`src/tgcc_pkg.sv`:
```
// Thai glyph cluster composer: shared types, code constants and lookup functions.
// No dependencies; imported by the composer top level and its checker.
`timescale 1ns / 1ps
`default_nettype none

package tgcc_pkg;

	localparam logic [15:0] MAP_OFF       = 16'h0D60;
	localparam logic [15:0] CODE_AM       = 16'h0E33;
	localparam logic [15:0] CODE_NIKHAHIT = 16'h0E4D;
	localparam logic [15:0] CODE_AA       = 16'h0E32;
	localparam logic [15:0] TONE_LO       = 16'h0E48;
	localparam logic [15:0] TONE_HI       = 16'h0E4B;
	localparam logic [7:0]  BASE_OFF      = 8'hA0;
	localparam logic [7:0]  MARK_ED       = 8'hED;
	localparam logic [7:0]  BASE_REF_LO   = 8'hAD;
	localparam logic [7:0]  BASE_REF_HI   = 8'hB0;
	localparam logic [15:0] REF_LO        = 16'h8000;
	localparam logic [15:0] REF_HI        = 16'h8100;
	localparam logic [7:0]  BELOW_GLYPH   = 8'h38;
	localparam logic [7:0]  BELOW_FIRST   = 8'hD8;
	localparam int          RES_DEPTH     = 5;

	typedef enum logic [2:0] {
		OP_BASE    = 3'd0,
		OP_REPLACE = 3'd1,
		OP_MARK    = 3'd2,
		OP_CLOSE   = 3'd3,
		OP_INVALID = 3'd4
	} op_t;

	typedef struct packed {
		op_t        op;
		logic [7:0] glyph;
		logic [7:0] chars;
		logic       invalid_mark;
		logic       last;
	} res_t;

	function automatic res_t mk_res(op_t op, logic [7:0] glyph, logic [7:0] chars,
		logic invalid_mark);
		res_t r;
		r.op           = op;
		r.glyph        = glyph;
		r.chars        = chars;
		r.invalid_mark = invalid_mark;
		r.last         = 1'b0;
		return r;
	endfunction

	// Thai unit to 8-bit code; zero for anything outside 0E01..0E3A and 0E3F..0E5B.
	function automatic logic [7:0] map_code(logic [15:0] u, logic am_as_mark);
		logic [15:0] t;
		t = u;
		if ((u >= 16'h0E01 && u <= 16'h0E3A) || (u >= 16'h0E3F && u <= 16'h0E5B)) begin
			if (u == CODE_AM)
				t = am_as_mark ? CODE_NIKHAHIT : CODE_AA;
			return 8'(t - MAP_OFF);
		end
		return 8'h00;
	endfunction

	function automatic logic is_mark(logic [7:0] c);
		return c == 8'hD1 || (c >= 8'hD4 && c <= 8'hDA) || (c >= 8'hE7 && c <= 8'hEE);
	endfunction

	// Returns {reference glyph, mark glyph}; all zero when the mark has no glyph.
	function automatic logic [15:0] mark_glyph(logic [7:0] c, logic [7:0] base,
		logic [7:0] prev);
		logic [31:0] row;
		logic [1:0]  sel;
		logic [15:0] v;
		row = '0;
		sel = '0;
		v   = '0;
		if (c == 8'hD8 || c == 8'hD9 || c == 8'hDA) begin
			if (base == BASE_REF_LO)
				v = REF_LO;
			else if (base == BASE_REF_HI)
				v = REF_HI;
			v[7:0] = 8'(BELOW_GLYPH + (c - BELOW_FIRST));
			return v;
		end
		// rows hold glyphs for selections 3..0, high byte first
		unique case (c)
			8'hD1: row = 32'h0000_6031;
			8'hD4: row = 32'h0000_6134;
			8'hD5: row = 32'h0000_6235;
			8'hD6: row = 32'h0000_6336;
			8'hD7: row = 32'h0000_6437;
			8'hE7: row = 32'h0000_6547;
			8'hE8: row = 32'h7870_6848;
			8'hE9: row = 32'h7971_6949;
			8'hEA: row = 32'h7A72_6A4A;
			8'hEB: row = 32'h7B73_6B4B;
			8'hEC: row = 32'h7C74_6C4C;
			8'hED: row = 32'h0000_6D4D;
			8'hEE: row = 32'h0000_6E4E;
			default: row = '0;
		endcase
		if (base == 8'hBB || base == 8'hBD || base == 8'hBF || base == 8'hCB)
			sel[0] = 1'b1;
		if (prev == 8'hD1 || (prev >= 8'hD4 && prev <= 8'hD7) || prev == 8'hE7 ||
			prev == 8'hED)
			sel[1] = 1'b1;
		v[7:0] = row[{sel, 3'b000} +: 8];
		return v;
	endfunction

endpackage

`default_nettype wire

```
`src/tgcc_in_if.sv`:
```
// Request channel of the Thai glyph cluster composer: code unit and lookahead.
// Standalone interface, no dependencies.
`timescale 1ns / 1ps
`default_nettype none

interface tgcc_in_if;
	logic        valid;
	logic        ready;
	logic [15:0] code;
	logic [15:0] next_code;

	modport source (output valid, output code, output next_code, input ready);
	modport sink   (input valid, input code, input next_code, output ready);
endinterface

`default_nettype wire

```
`src/tgcc_out_if.sv`:
```
// Result channel of the Thai glyph cluster composer: one glyph operation per item.
// Standalone interface, no dependencies.
`timescale 1ns / 1ps
`default_nettype none

interface tgcc_out_if;
	logic       valid;
	logic       ready;
	logic [2:0] op;
	logic [7:0] glyph;
	logic [7:0] chars;
	logic       invalid_mark;
	logic       last;

	modport source (output valid, output op, output glyph, output chars,
		output invalid_mark, output last, input ready);
	modport sink   (input valid, input op, input glyph, input chars,
		input invalid_mark, input last, output ready);
endinterface

`default_nettype wire

```
`src/thai_glyph_cluster_composer_unit.sv`:
```
// Top level of the Thai glyph cluster composer.
// Depends on tgcc_pkg, tgcc_in_if and tgcc_out_if.
`timescale 1ns / 1ps
`default_nettype none

// Composes Thai UTF-16 code units into glyph cells. Each request carries one code
// unit and its lookahead and yields zero to three glyph operations (new cell,
// replace cell, OR mark, cluster closed, invalid start), the final one flagged by
// last. All decoding for a request happens in one pass of logic at the accepting
// edge; its operations are loaded into a five-entry result buffer and leave it one
// per cycle while result.ready holds. A request holds the result port until all its
// operations (at most three) are taken: the next request is taken in the same
// cycle that the final operation of the previous one is taken, or at once when it
// had none, so requests of one operation flow at one per cycle when result is ready.
module thai_glyph_cluster_composer_unit
	import tgcc_pkg::*;
(
	input  wire         clk,
	input  wire         arst_n,
	tgcc_in_if.sink     item,
	tgcc_out_if.source  result
);

	// cluster state
	logic       in_cluster_q;
	logic [7:0] base_code_q;
	logic [7:0] prev_mark_q;
	logic [7:0] char_count_q;

	// result buffer: entry 0 is on the port
	res_t       res_q [RES_DEPTH];
	logic [2:0] rem_q;

	// next-state and result list for the request on the port
	res_t       list [RES_DEPTH];
	logic [2:0] n;
	logic       nx_in_cluster;
	logic [7:0] nx_base, nx_prev, nx_count;
	logic [7:0] c, sc;
	logic [15:0] v1, v2;
	logic       ok, do_close, do_start;

	logic accept, pop;

	assign pop    = result.valid && result.ready;
	// take a request when nothing is pending or the final operation leaves now
	assign item.ready = (rem_q == 3'd0) || (rem_q == 3'd1 && result.ready);
	assign accept = item.valid && item.ready;

	always_comb begin
		for (int i = 0; i < RES_DEPTH; i++)
			list[i] = '0;
		n             = '0;
		nx_in_cluster = in_cluster_q;
		nx_base       = base_code_q;
		nx_prev       = prev_mark_q;
		nx_count      = char_count_q;
		c             = map_code(item.code, 1'b1);
		sc            = map_code(item.code, 1'b0);
		v1            = '0;
		v2            = '0;
		ok            = (c != 8'h00);
		do_close      = 1'b0;
		do_start      = 1'b0;

		if (!in_cluster_q) begin
			do_start = 1'b1;
		end else if (item.code == 16'h0000) begin
			// end of text closes the open cluster
			do_close = 1'b1;
		end else begin
			// a tone mark before nikhahit or sara am takes the nikhahit first
			if (ok && item.code >= TONE_LO && item.code <= TONE_HI &&
				(item.next_code == CODE_NIKHAHIT || item.next_code == CODE_AM)) begin
				v1 = mark_glyph(MARK_ED, base_code_q, nx_prev);
				if (v1 == 16'h0000) begin
					ok = 1'b0;
				end else begin
					if (v1[15:8] != 8'h00 && n < 3'(RES_DEPTH)) begin
						list[n] = mk_res(OP_REPLACE, v1[15:8], 8'h00, 1'b0);
						n = n + 3'd1;
					end
					if (n < 3'(RES_DEPTH)) begin
						list[n] = mk_res(OP_MARK, v1[7:0], 8'h00, 1'b0);
						n = n + 3'd1;
					end
					nx_prev = MARK_ED;
				end
			end
			if (ok) begin
				v2 = mark_glyph(c, base_code_q, nx_prev);
				if (v2 == 16'h0000) begin
					ok = 1'b0;
				end else begin
					if (v2[15:8] != 8'h00 && n < 3'(RES_DEPTH)) begin
						list[n] = mk_res(OP_REPLACE, v2[15:8], 8'h00, 1'b0);
						n = n + 3'd1;
					end
					if (n < 3'(RES_DEPTH)) begin
						list[n] = mk_res(OP_MARK, v2[7:0], 8'h00, 1'b0);
						n = n + 3'd1;
					end
					nx_prev = c;
				end
			end
			if (!ok || item.code == CODE_AM) begin
				// the unit cannot join, or sara am: close and restart on it
				do_close = 1'b1;
				do_start = 1'b1;
			end else if (char_count_q != 8'hFF) begin
				nx_count = char_count_q + 8'd1;
			end
		end

		if (do_close) begin
			if (n < 3'(RES_DEPTH)) begin
				list[n] = mk_res(OP_CLOSE, 8'h00, char_count_q, 1'b0);
				n = n + 3'd1;
			end
			nx_in_cluster = 1'b0;
		end

		if (do_start && item.code != 16'h0000 && n < 3'(RES_DEPTH)) begin
			if (sc == 8'h00) begin
				list[n] = mk_res(OP_INVALID, 8'h00, 8'h00, 1'b0);
			end else if (is_mark(sc)) begin
				list[n] = mk_res(OP_INVALID, 8'h00, 8'h00, 1'b1);
			end else begin
				list[n] = mk_res(OP_BASE, 8'(sc - BASE_OFF), 8'h00, 1'b0);
				nx_in_cluster = 1'b1;
				nx_base       = sc;
				nx_prev       = sc;
				nx_count      = 8'd1;
			end
			n = n + 3'd1;
		end

		// flag the final operation of this request
		if (n != 3'd0)
			list[n - 3'd1].last = 1'b1;
	end

	// control state
	always_ff @(posedge clk or negedge arst_n) begin
		if (!arst_n) begin
			in_cluster_q <= 1'b0;
			base_code_q  <= '0;
			prev_mark_q  <= '0;
			char_count_q <= '0;
			rem_q        <= '0;
		end else begin
			if (accept) begin
				in_cluster_q <= nx_in_cluster;
				base_code_q  <= nx_base;
				prev_mark_q  <= nx_prev;
				char_count_q <= nx_count;
				rem_q        <= n;
			end else if (pop) begin
				rem_q <= rem_q - 3'd1;
			end
		end
	end

	// result payload: load on accept, advance on pop
	always_ff @(posedge clk) begin
		if (accept) begin
			for (int i = 0; i < RES_DEPTH; i++)
				res_q[i] <= list[i];
		end else if (pop) begin
			for (int i = 0; i < RES_DEPTH - 1; i++)
				res_q[i] <= res_q[i + 1];
		end
	end

	assign result.valid        = (rem_q != 3'd0);
	assign result.op           = res_q[0].op;
	assign result.glyph        = res_q[0].glyph;
	assign result.chars        = res_q[0].chars;
	assign result.invalid_mark = res_q[0].invalid_mark;
	assign result.last         = res_q[0].last;

endmodule

`default_nettype wire

```
`src/flat_wrapper.sv`:
```
// flat-port wrapper written by rule: the top's interface ports become plain ports
module thai_glyph_cluster_composer_unit_flat import tgcc_pkg::*;
  (clk, arst_n, item_valid, item_code, item_next_code, item_ready, result_valid, result_op, result_glyph, result_chars, result_invalid_mark, result_last, result_ready);
  tgcc_in_if item_i ();
  tgcc_out_if result_i ();
  input  wire clk;
  input  wire arst_n;
  input wire logic [$bits(item_i.valid)-1:0] item_valid;
  input wire logic [$bits(item_i.code)-1:0] item_code;
  input wire logic [$bits(item_i.next_code)-1:0] item_next_code;
  output wire logic [$bits(item_i.ready)-1:0] item_ready;
  output wire logic [$bits(result_i.valid)-1:0] result_valid;
  output wire logic [$bits(result_i.op)-1:0] result_op;
  output wire logic [$bits(result_i.glyph)-1:0] result_glyph;
  output wire logic [$bits(result_i.chars)-1:0] result_chars;
  output wire logic [$bits(result_i.invalid_mark)-1:0] result_invalid_mark;
  output wire logic [$bits(result_i.last)-1:0] result_last;
  input wire logic [$bits(result_i.ready)-1:0] result_ready;
  assign item_i.valid = item_valid;
  assign item_i.code = item_code;
  assign item_i.next_code = item_next_code;
  assign item_ready = item_i.ready;
  assign result_valid = result_i.valid;
  assign result_op = result_i.op;
  assign result_glyph = result_i.glyph;
  assign result_chars = result_i.chars;
  assign result_invalid_mark = result_i.invalid_mark;
  assign result_last = result_i.last;
  assign result_i.ready = result_ready;
  thai_glyph_cluster_composer_unit u_core (.clk(clk), .arst_n(arst_n), .item(item_i), .result(result_i));
endmodule
```
`config.mk`:
```
export PLATFORM = sky130hd
export DESIGN_NAME = thai_glyph_cluster_composer_unit_flat
export DESIGN_NICKNAME = d
export VERILOG_FILES = /design/src/tgcc_pkg.sv /design/src/tgcc_in_if.sv /design/src/tgcc_out_if.sv /design/src/thai_glyph_cluster_composer_unit.sv /design/src/flat_wrapper.sv
export SDC_FILE = /design/constraint.sdc
export NUM_CORES = 1
export LEC_CHECK = 0
export ABC_AREA = 0
export BUFFER_PORTS_ARGS = -buffer_cell sky130_fd_sc_hd__clkbuf_2
export CELL_PAD_IN_SITES_DETAIL_PLACEMENT = 1
export CELL_PAD_IN_SITES_GLOBAL_PLACEMENT = 1
export CORE_ASPECT_RATIO = 1.75
export CORE_UTILIZATION = 48
export CTS_CLUSTER_SIZE = 8
export DETAILED_ROUTE_END_ITERATION = 10
export PLACE_DENSITY = 0.86
export SYNTH_ARGS = -nofsm -noshare
export SYNTH_HDL_FRONTEND = slang
export SYNTH_SLANG_ARGS = --single-unit
```
`constraint.sdc`:
```
create_clock -name clk -period 5.8 [get_ports clk]
set_input_delay 0.58 -clock clk [delete_from_list [all_inputs] [get_ports clk]]
set_output_delay 0.58 -clock clk [all_outputs]
set_load 0.05 [all_outputs]
```
==> summary.txt, run 1 <==
Final layout
  – Final Cell Area: 10400 um^2
  – Share of cells above drive strength 1: 25.1%
  – Most common cell after layout, fill and taps aside: nand2_1
  – Multi-input gate area: 4620 um^2
  – Register Area: 3820 um^2
  – Area growth from synthesis to layout: 20.6%
  – Number of fill cells in the layout: 1995
  – Commonest cells after routing, fill and taps aside: 124 x nand2_1, 104 x edfxtp_1, 94 x buf_4
  – Nets: 1075
  – N_diodes: 0

Setup path
  – Worst-path maximum fanout: 4
  – Reg-to-reg slack, setup: 680 ps
  – Crit path to: u_core.res_q[0][21]
  – CP Launch Type: primary input
  – Crit. End Element: flop
  – CP arrival: 5890 ps
  – Reg2Reg Depth: 17
  – Worst reg2reg startpoint: u_core.base_code_q[0]
  – Critical Path RT: 5990 ps
  – Worst setup path start: item_code[15]
  – WS Path Type: primary input to flop
  – FF-to-FF End: u_core.res_q[0][21]

STA
  – Unrepaired setup endpoints after global routing: yes
  – Final hold vios: 0
  – Slew Limit Fails: 0
  – Clk_skew: 11.6 ps
  – Final period utilization: 98.3%
  – Final setup fails: 0
  – Maximum clock frequency: 0.175 GHz
  – Tmin final: 5700 ps
  – Worst Max-Slew Pin Slew: 1270 ps
  – Setup TNS: 0 ps
  – Max-slew headroom: 14.3%

Die
  – CORE AREA: 17500 um^2
  – Die width: 103 um
  – Starting Density: 49.3%
  – Io pins: 59
  – Num rows: 64
  – Chip height: 180 um
  – DIE AREA: 18600 um^2

Synth
  – Asr flop ratio synth: 21.2%
  – Post-synth EDFFs: 104
  – Sequential fraction of the synthesis area: 44.2%
  – Primary FF master, synth: edfxtp_1
  – Post-Syn Nets: 979
  – Post-synth top area cell: edfxtp_1
  – Syn_area_per_cell: 9.31 um^2
  – Unique masters post-synth: 94
  – Flops & latches, synth: 132
  – Post-Syn Instances: 929
  – Yosys top cell area share: 36.1%
  – Netlist Area Pre-Place: 8650 um^2
  – Synth area leaders: edfxtp_1 36%, dfrtp_1 8.1%, nand2_1 5.5%, nor2_1 3.5%, a22o_1 3.4%
  – Syn. warnings: 0

Drt
  – # DRC: 0
  – Post-Route WL: 33800 um
  – ANT nets after route: 0
  – DR vias/cell: 6.75
  – Iteration-0 DRC Markers: 784
  – TritonRoute pass-1 iters: 5
  – Routed length per instance: 26.6 um
  – Vias: 8566

Global routing
  – Number of global-route vias before repair: 9009
  – Initial antenna violation count: 0
  – Largest net degree at the start of global routing: 81
  – First-pass GRT wire length: 50700 um
  – GRT Resource Usage Total: 37.3%
  – Grt total ovfl: 0

Clock tree
  – CTS buffer count: 17
  – TritonCTS clock tree: done
  – CTS sink count: 132
  – H-tree depth: 4
  – CTS root buf: clkbuf_16
  – Worst skew pair latency: 440 ps
  – Clock Path Buffers: 2
  – Clk slew on worst S/H paths: 60 ps

Power
  – Leakage: 4.02 nW
  – Pwr/cell area: 329 nW/um^2
  – Peak supply drop: 203 uV

Placed design
  – Dpl cell area: 9670 um^2
  – GPL Wtd Cong: 1.02
  – Port buffer count: 58
  – DP HPWL: 23200 um

Hold path
  – Hold crit path type: primary input to async pin

Outcome
  – Status: complete, no violations

Run
  – Number of max-cap violations: 0
cell families (layout without fill, tap and decap cells):
family	after synthesis	in the layout	synth area share [%]
AND/OR/NAND/NOR	396	396	23.3
AO/OA/AOI/OAI	268	268	22.5
flip-flops	132	132	44.2
buffers and inverters	96	205	5.31
adder cells (fa/ha/maj)	14	14	2.03
multiplexers	12	12	1.61
XOR/XNOR	10	10	1.01
other	1	1	0.0434
registers in the layout, indices dropped and copies added, names as in the netlist:
signal and cells:
u_core.char_count_q 8, u_core.in_cluster_q 1, u_core.base_code_q 8, u_core.res_q 104
u_core.prev_mark_q 8, u_core.rem_q 3
through the flow:
step / setup WS, ps / utilization (%) / std cells / total power (W) / hold WS [ps]
finish: 98.5 / 59.5 / 1269 / 0.00344 / 213
global route: -78.8 / 59.5 / 1269 / 0.00355 / 276
CTS: 25.7 / 58.7 / 1263 / 0.00342 / 234
detailed placement: -373 / 55.1 / 1230 / 0.00226 / 501
global placement: -116 / 55.1 / 1230 / 0.00222 / 492
floorplan: -496 / - / 929 / 0.00207 / 284
worst max-delay path: stages:
cell	delay [ps]
buf_6	90
or4_4	550
or4_4	590
nand2_4	100
inv_4	40
ha_4	160
xnor2_4	160
nand2_4	80
a21oi_4	130
nand2_2	90
nor2_4	120
o211ai_1	140
inv_1	220
ha_4	170
nor2_4	30
mux2i_2	190
inv_2	70
ha_4	240
or4_4	560
mux2i_4	220
o21ai_4	90
mux2i_2	220
ha_2	250
inv_2	60
o41ai_4	400
nor2_2	80
a32o_2	260
synthesized netlist by cell type (11+ instances only):
master    count
ha_1         14
dfrtp_1      28
nor3_1       21
nand3_1      43
nor2_1       81
inv_1        20
o21ai_1      14
a31oi_1      15
and3_1       12
o31ai_1      11
nand2_1     127
a22o_1       34
edfxtp_1    104
o21ai_0      46
clkbuf_1     44
nand4_1      12
or3_1        11
a21oi_1      52
buf_4        21
and2_1       18
layout make-up:
cell class / instances / share of cell area [%]
multi-input cells: 701 / 44.3
flip-flops and latches: 132 / 36.6
repair buffers: 152 / 9.60
well taps: 231 / 2.77
clock inverters: 11 / 1.45
clock buffers: 21 / 4.41
inverters: 21 / 0.803
routing by layer:
layer	routed length, um	up-vias	GRT usage, %	share of wire (%)
met5	0	-	0	0
met4	3090	0	31.5	9.2
met3	2060	208	7.31	6.1
met2	17200	504	62.9	51
met1	11400	4175	38.4	34
li1	-	3679	-	-
worst min-delay path by stage:
| stage | start | endpoint | slack, ps | depth (start not counted) |
|---|---|---|---|---|
| 2_1_floorplan | arst_n | u_core.base_code_q[0] | 280 | 0 |
| 3_3_place_gp | u_core.res_q[0][50] | u_core.res_q[0][29] | 490 | 2 |
| 3_5_place_dp | u_core.res_q[0][43] | u_core.res_q[0][22] | 500 | 2 |
| 4_1_cts | arst_n | u_core.char_count_q[2] | 230 | 1 |
| 5_1_grt | arst_n | u_core.char_count_q[2] | 280 | 1 |
| 6_report | arst_n | u_core.char_count_q[2] | 210 | 1 |
power by group:
group	internal, W	switching [W]	total [W]
Clock	0.000702	0.000451	0.00115
Combinational	0.000248	0.000605	0.000853
Sequential	0.00134	0.0000932	0.00143
Total	0.00229	0.00115	0.00344
timing repair:
action	in CTS	in global routing
pin swaps	1	17
gates cloned	0	0
endpoints found under the setup margin	2	4
gates resized for setup	2	19
endpoints found under the hold margin	0	0
hold buffers	0	0
buffers inserted	1	6
(Power assumes the default switching activity.)
==> inputs of run 2 (changes only) <==
Settings changed: CORE_UTILIZATION 48 to 40, HOLD_SLACK_MARGIN set to 0.02, PLACE_DENSITY 0.86 to 0.75.
==> summary.txt, run 2 (synthesis results as in run 1) <==
STA
  – Tmin final: 5650 ps (-55.0 ps)
  – Clk_skew: 9.47 ps (-2.18 ps)
  – Maximum clock frequency: 0.177 GHz (+0.97%)
  – Final period utilization: 97.4% (-0.95 points)
  – Final hold vios: 0 (unchanged)
  – Worst hold slack: 230 ps (+16.7 ps)
  – Worst Max-Slew Pin Slew: 1030 ps (-237 ps)
  – Slew Limit Fails: 0 (unchanged)
  – Max-slew headroom: 31.3% (+17 points)
  – Final setup fails: 0 (unchanged)

Setup path
  – Critical Path Max Stage Delay: 580 ps (about the same)
  – Reg2Reg Depth: 22 (+5)
  – CP bufs+invs: 6 (+1)
  – Most used cell, CP: ha_4
  – CP arrival: 5830 ps (-60 ps)
  – CP Launch Type: primary input
  – WS Path Type: primary input to flop
  – Number of stages on the worst setup path: 30 (+11%)
  – Critical Path RT: 5980 ps (about the same)
  – Crit. End Element: flop
  – CP delay by family, top: simple AND/OR/NAND/NOR gates
  – Worst-path maximum fanout: 4 (unchanged)
  – Slowest stage cell on the critical path: or4_4

Global routing
  – First-pass GRT wire length: 48300 um (-4.8%)
  – Met3 Usage GRT: 3.91% (-3.4 points)
  – Largest net degree at the start of global routing: 81 (unchanged)
  – Initial antenna violation count: 0 (unchanged)
  – Grt total ovfl: 0 (unchanged)
  – Busiest grt layer: met2
  – Number of global-route vias before repair: 8590 (-4.7%)
  – Global routing usage on met2: 52.9% (-10 points)
  – GRT Resource Usage Total: 29.0% (-8.3 points)
  – M1 GR Usage: 29.6% (-8.8 points)

Final layout
  – Register Area: 3820 um^2 (unchanged)
  – Area growth from synthesis to layout: 20.2%
  – Commonest cells after routing, fill and taps aside: 124 x nand2_1, 104 x edfxtp_1, 94 x buf_4
  – Largest register FFs: 104 (unchanged)
  – Nets: 1075 (unchanged)
  – N_diodes: 0 (unchanged)
  – Multi-input gate area: 4550 um^2 (-1.6%)
  – Most common cell after layout, fill and taps aside: nand2_1
  – Share of cells above drive strength 1: 24.7% (-0.48 points)
  – Largest Register: u_core.res_q
  – Non-filler instance count after layout: 1290 (+1.7%)
  – Post-layout util: 49.5% (-10 points)
  – Number of fill cells in the layout: 2400 (+20%)

Power
  – Peak supply drop: 193 uV (-4.9%)
  – Pwr/cell area: 327 nW/um^2 (-0.62%)
  – Leakage: 3.98 nW (-0.99%)
  – Total Power: 0.00340 W (-1.0%)

Drt
  – ANT nets after route: 0 (unchanged)
  – Post-Route WL: 30900 um (-8.6%)
  – Vias: 8002 (-6.6%)
  – Routed length per instance: 23.9 um (-10%)
  – TritonRoute pass-1 iters: 5 (unchanged)
  – # DRC: 0 (unchanged)
  – DR vias/cell: 6.20 (-8.1%)
  – Iteration-0 DRC Markers: 611 (-22%)

Clock tree
  – CTS buffer count: 17 (unchanged)
  – H-tree depth: 4 (unchanged)
  – Clock Path Buffers: 2 (unchanged)
  – TritonCTS clock tree: done
  – Clk slew on worst S/H paths: 60 ps (about the same)
  – CTS root buf: clkbuf_16
  – Worst skew pair latency: 430 ps (about the same)
  – CTS sink count: 132 (unchanged)

Die
  – Chip height: 197 um (+9.4%)
  – Die width: 113 um (+9.4%)
  – CORE AREA: 21000 um^2 (+20%)
  – Num rows: 70 (+9.4%)
  – Starting Density: 41.1% (-8.2 points)
  – Io pins: 59 (unchanged)
  – DIE AREA: 22200 um^2 (+20%)

Placed design
  – Port buffer count: 58 (unchanged)
  – DP HPWL: 23300 um (+0.15%)
  – Placed Instances: 1255 (+2.0%)
  – GPL Wtd Cong: 0.945 (-7.3%)

Run
  – Number of max-cap violations: 0 (unchanged)

Hold path
  – Hold crit path type: primary input to async pin

Outcome
  – Status: complete, no violations
-- run 2: per-stage QoR --
| stage | area (um^2) | TNS (ps) | setup WS, ps |
|---|---|---|---|
| after floorplan | 8840 | -3870 | -496 |
| after global placement | 9720 | -318 | -160 |
| after detailed placement | 9720 | -2290 | -388 |
| after CTS | 10300 | 0 | 0.594 |
| after global routing | 10400 | -51.2 | -30.5 |
| final | 10400 | 0 | 153 |
-- run 2: metal layers --
metal | up-vias | routed length, um
met5 | - | 0
met4 | 0 | 2520
met1 | 3946 | 11000
li1 | 3686 | -
met3 | 109 | 1080
met2 | 261 | 16300
-- run 2: what timing repair did --
item	CTS	global route
hold buffers	0	0
setup buffers	0	3
endpoints found under the setup margin	0	2
gates resized for setup	0	7
-- run 2: layout make-up --
type                       instances  share of cell area, %
tap                              252                   3.03
clock inverter                    14                   1.81
timing repair buffer             152                   9.58
clock buffer                      18                   4.22
sequential                       132                   36.8
inverter                          21                  0.806
multi-input combinational        701                   43.8
-- run 2: power breakdown --
part           internal (W)  switching (W)
clock              0.000701       0.000459
sequential          0.00134      0.0000791
combinational      0.000244       0.000586
-- run 2: worst paths after layout --
check / startpoint / slack [ps] / end
worst max-delay path: item_code[12] / 150 / u_core.res_q[0][63]
worst min register to register: u_core.res_q[0][51] / 510 / u_core.res_q[0][30]
worst min-delay path: arst_n / 230 / u_core.char_count_q[3]
max in group asynchronous: arst_n / 5070 / u_core.char_count_q[0]
min in group clk: result_ready / 500 / u_core.rem_q[2]
worst max register to register: u_core.prev_mark_q[5] / 860 / u_core.res_q[0][63]
-- run 2: worst register-to-register path: stages (launching register included) --
cell and delay (ps):
dfrtp_1 500, nand2_1 90, a211oi_1 330, o2111ai_1 350, nand4_1 340, inv_1 130, ha_4 290, nor2_2 40
mux2i_2 200, inv_2 70, ha_4 280, and2_4 170, a21boi_2 60, or2_4 290, inv_4 50, ha_1 250
mux2i_2 250, ha_2 270, buf_4 130, o211ai_1 90, o311ai_1 120, nor2_1 120, a32o_1 270
==> inputs of run 3 (changes only) <==
Settings changed: CORE_ASPECT_RATIO 1.75 to 0.75.
==> summary.txt, run 3 (synthesis results as in run 1) <==
Setup path
  – Worst setup path start: item_code[15]
  – Critical Path RT: 5980 ps (about the same)
  – CP bufs+invs: 5 (-1)
  – Slowest stage cell on the critical path: or4_4
  – Critical Path Max Stage Delay: 590 ps (about the same)
  – Crit. End Element: flop
  – CP Launch Type: primary input
  – CP arrival: 5840 ps (about the same)
  – Most used cell, CP: ha_4
  – CP delay by family, top: simple AND/OR/NAND/NOR gates
  – Reg-to-reg slack, setup: 980 ps (+120 ps)
  – Worst reg2reg startpoint: u_core.prev_mark_q[5]
  – Worst-path maximum fanout: 4 (unchanged)
  – WS Path Type: primary input to flop

Die
  – Chip height: 129 um (-34%)
  – Starting Density: 40.8% (-0.31 points)
  – DIE AREA: 22200 um^2 (about the same)
  – Num rows: 46 (-34%)
  – CORE AREA: 21200 um^2 (+0.76%)
  – Io pins: 59 (unchanged)
  – Die width: 172 um (+52%)

Clock tree
  – H-tree depth: 4 (unchanged)
  – Clock Path Buffers: 2 (unchanged)
  – Worst skew pair latency: 430 ps (about the same)
  – Clk slew on worst S/H paths: 60 ps (about the same)
  – Hold Buf Count CTS: 0 (unchanged)
  – TritonCTS clock tree: done
  – CTS sink count: 132 (unchanged)
  – CTS root buf: clkbuf_16
  – CTS buffer count: 17 (unchanged)

Global routing
  – Largest net degree at the start of global routing: 75 (-7.4%)
  – Grt total ovfl: 0 (unchanged)
  – GRT Resource Usage Total: 28.8% (-0.20 points)
  – First-pass GRT wire length: 48000 um (-0.51%)
  – Number of global-route vias before repair: 8087 (-5.9%)
  – Initial antenna violation count: 0 (unchanged)

Drt
  – # DRC: 0 (unchanged)
  – Iteration-0 DRC Markers: 631 (+3.3%)
  – Post-Route WL: 31000 um (+0.35%)
  – TritonRoute pass-1 iters: 6 (+1)
  – ANT nets after route: 0 (unchanged)
  – Vias: 8193 (+2.4%)
  – DR vias/cell: 6.21 (+0.14%)
  – Routed length per instance: 23.5 um (-1.9%)

Final layout
  – Number of fill cells in the layout: 2460 (+2.5%)
  – Post-layout util: 49.3% (-0.17 points)
  – N_diodes: 0 (unchanged)
  – Share of cells above drive strength 1: 23.7% (-1.0 points)
  – Largest Register: u_core.res_q
  – Nets: 1069 (-0.56%)
  – Commonest cells after routing, fill and taps aside: 124 x nand2_1, 104 x edfxtp_1, 86 x buf_4
  – Area growth from synthesis to layout: 20.7%
  – Most common cell after layout, fill and taps aside: nand2_1
  – Largest register FFs: 104 (unchanged)

Placed design
  – Port buffer count: 58 (unchanged)
  – DP HPWL: 22400 um (-3.5%)
  – GPL Wtd Cong: 0.999 (+5.8%)

STA
  – Max-slew headroom: 36.2% (+4.9 points)
  – Final period utilization: 97.5% (+0.19 points)
  – Tmin final: 5660 ps (+11.2 ps)
  – Final setup fails: 0 (unchanged)
  – Setup TNS: 0 ps (unchanged)
  – Worst Max-Slew Pin Slew: 944 ps (-86.0 ps)
  – Clk_skew: 12.0 ps (+2.55 ps)
  – Maximum clock frequency: 0.177 GHz (-0.20%)
  – Slew Limit Fails: 0 (unchanged)
  – Final hold vios: 0 (unchanged)

Power
  – Comb pwr share: 24.4% (about the same)
  – Leakage: 3.97 nW (-0.39%)
  – Peak supply drop: 335 uV (+74%)
  – Reg power frac: 41.0% (-0.6 points)
  – Pwr/cell area: 331 nW/um^2 (+0.98%)
  – Clock Power Share: 34.6% (+0.5 points)
  – Sw power: 0.00111 W (-1.1%)
  – Switching Fraction: 32.2% (-0.81 points)
  – Internal cell power: 0.00234 W (+2.6%)
  – Total Power: 0.00345 W (+1.4%)

Hold path
  – Hold crit path type: primary input to async pin

Outcome
  – Status: complete, no violations

Run
  – Number of max-cap violations: 0 (unchanged)
## run 3: path summary, 6_finish.rpt
| path | depth (start not counted) | end |
|---|---|---|
| setup / recovery | 27 | u_core.res_q[0][21] |
| min in group clk | 3 | u_core.rem_q[2] |
| setup reg to reg | 19 | u_core.res_q[0][21] |
| hold reg to reg | 2 | u_core.res_q[0][30] |
| max in group asynchronous | 1 | u_core.prev_mark_q[2] |
| hold / removal | 1 | u_core.char_count_q[0] |
## run 3: area by class of cell
cell class / instances / area, um^2 / share of cell area (%)
well taps: 288 / 360 / 3.45
clock buffers: 18 / 429 / 4.11
inverters: 21 / 83.8 / 0.803
flip-flops and latches: 132 / 3820 / 36.6
multi-input cells: 701 / 4570 / 43.7
clock inverters: 13 / 208 / 1.99
repair buffers: 146 / 967 / 9.27
## run 3: power groups by stage
stage                     Sequential, W  Combinational [W]  Clock (W)
after global routing            0.00144           0.000911    0.00124
after detailed placement        0.00143           0.000834          0
after global placement          0.00142           0.000804          0
after CTS                       0.00142           0.000841    0.00120
after floorplan                 0.00142           0.000646          0
final                           0.00142           0.000842    0.00119
## run 3: metal layers
metal	routed length, um	vias to the layer above	GRT usage, %
met1	14300	4131	41.2
met4	559	0	9.47
met5	0	-	0
met2	13600	354	42.4
met3	2490	37	7.21
li1	-	3671	-
## run 3: through the flow
stage	std cells	worst slack, ps	hold WS, ps	area [um^2]
6_report	1319	142	228	10400
4_1_cts	1315	52.2	243	10400
3_5_place_dp	1284	-282	503	9730
2_1_floorplan	929	-496	284	8840
5_1_grt	1319	-18.7	279	10400
3_3_place_gp	1284	-141	487	9730
## run 3: timing repair
action | 4_1_cts | 5_1_grt
hold endpoints to repair | 0 | 0
buffers inserted | 0 | 4
resized for setup | 0 | 9
endpoints found under the setup margin | 0 | 4
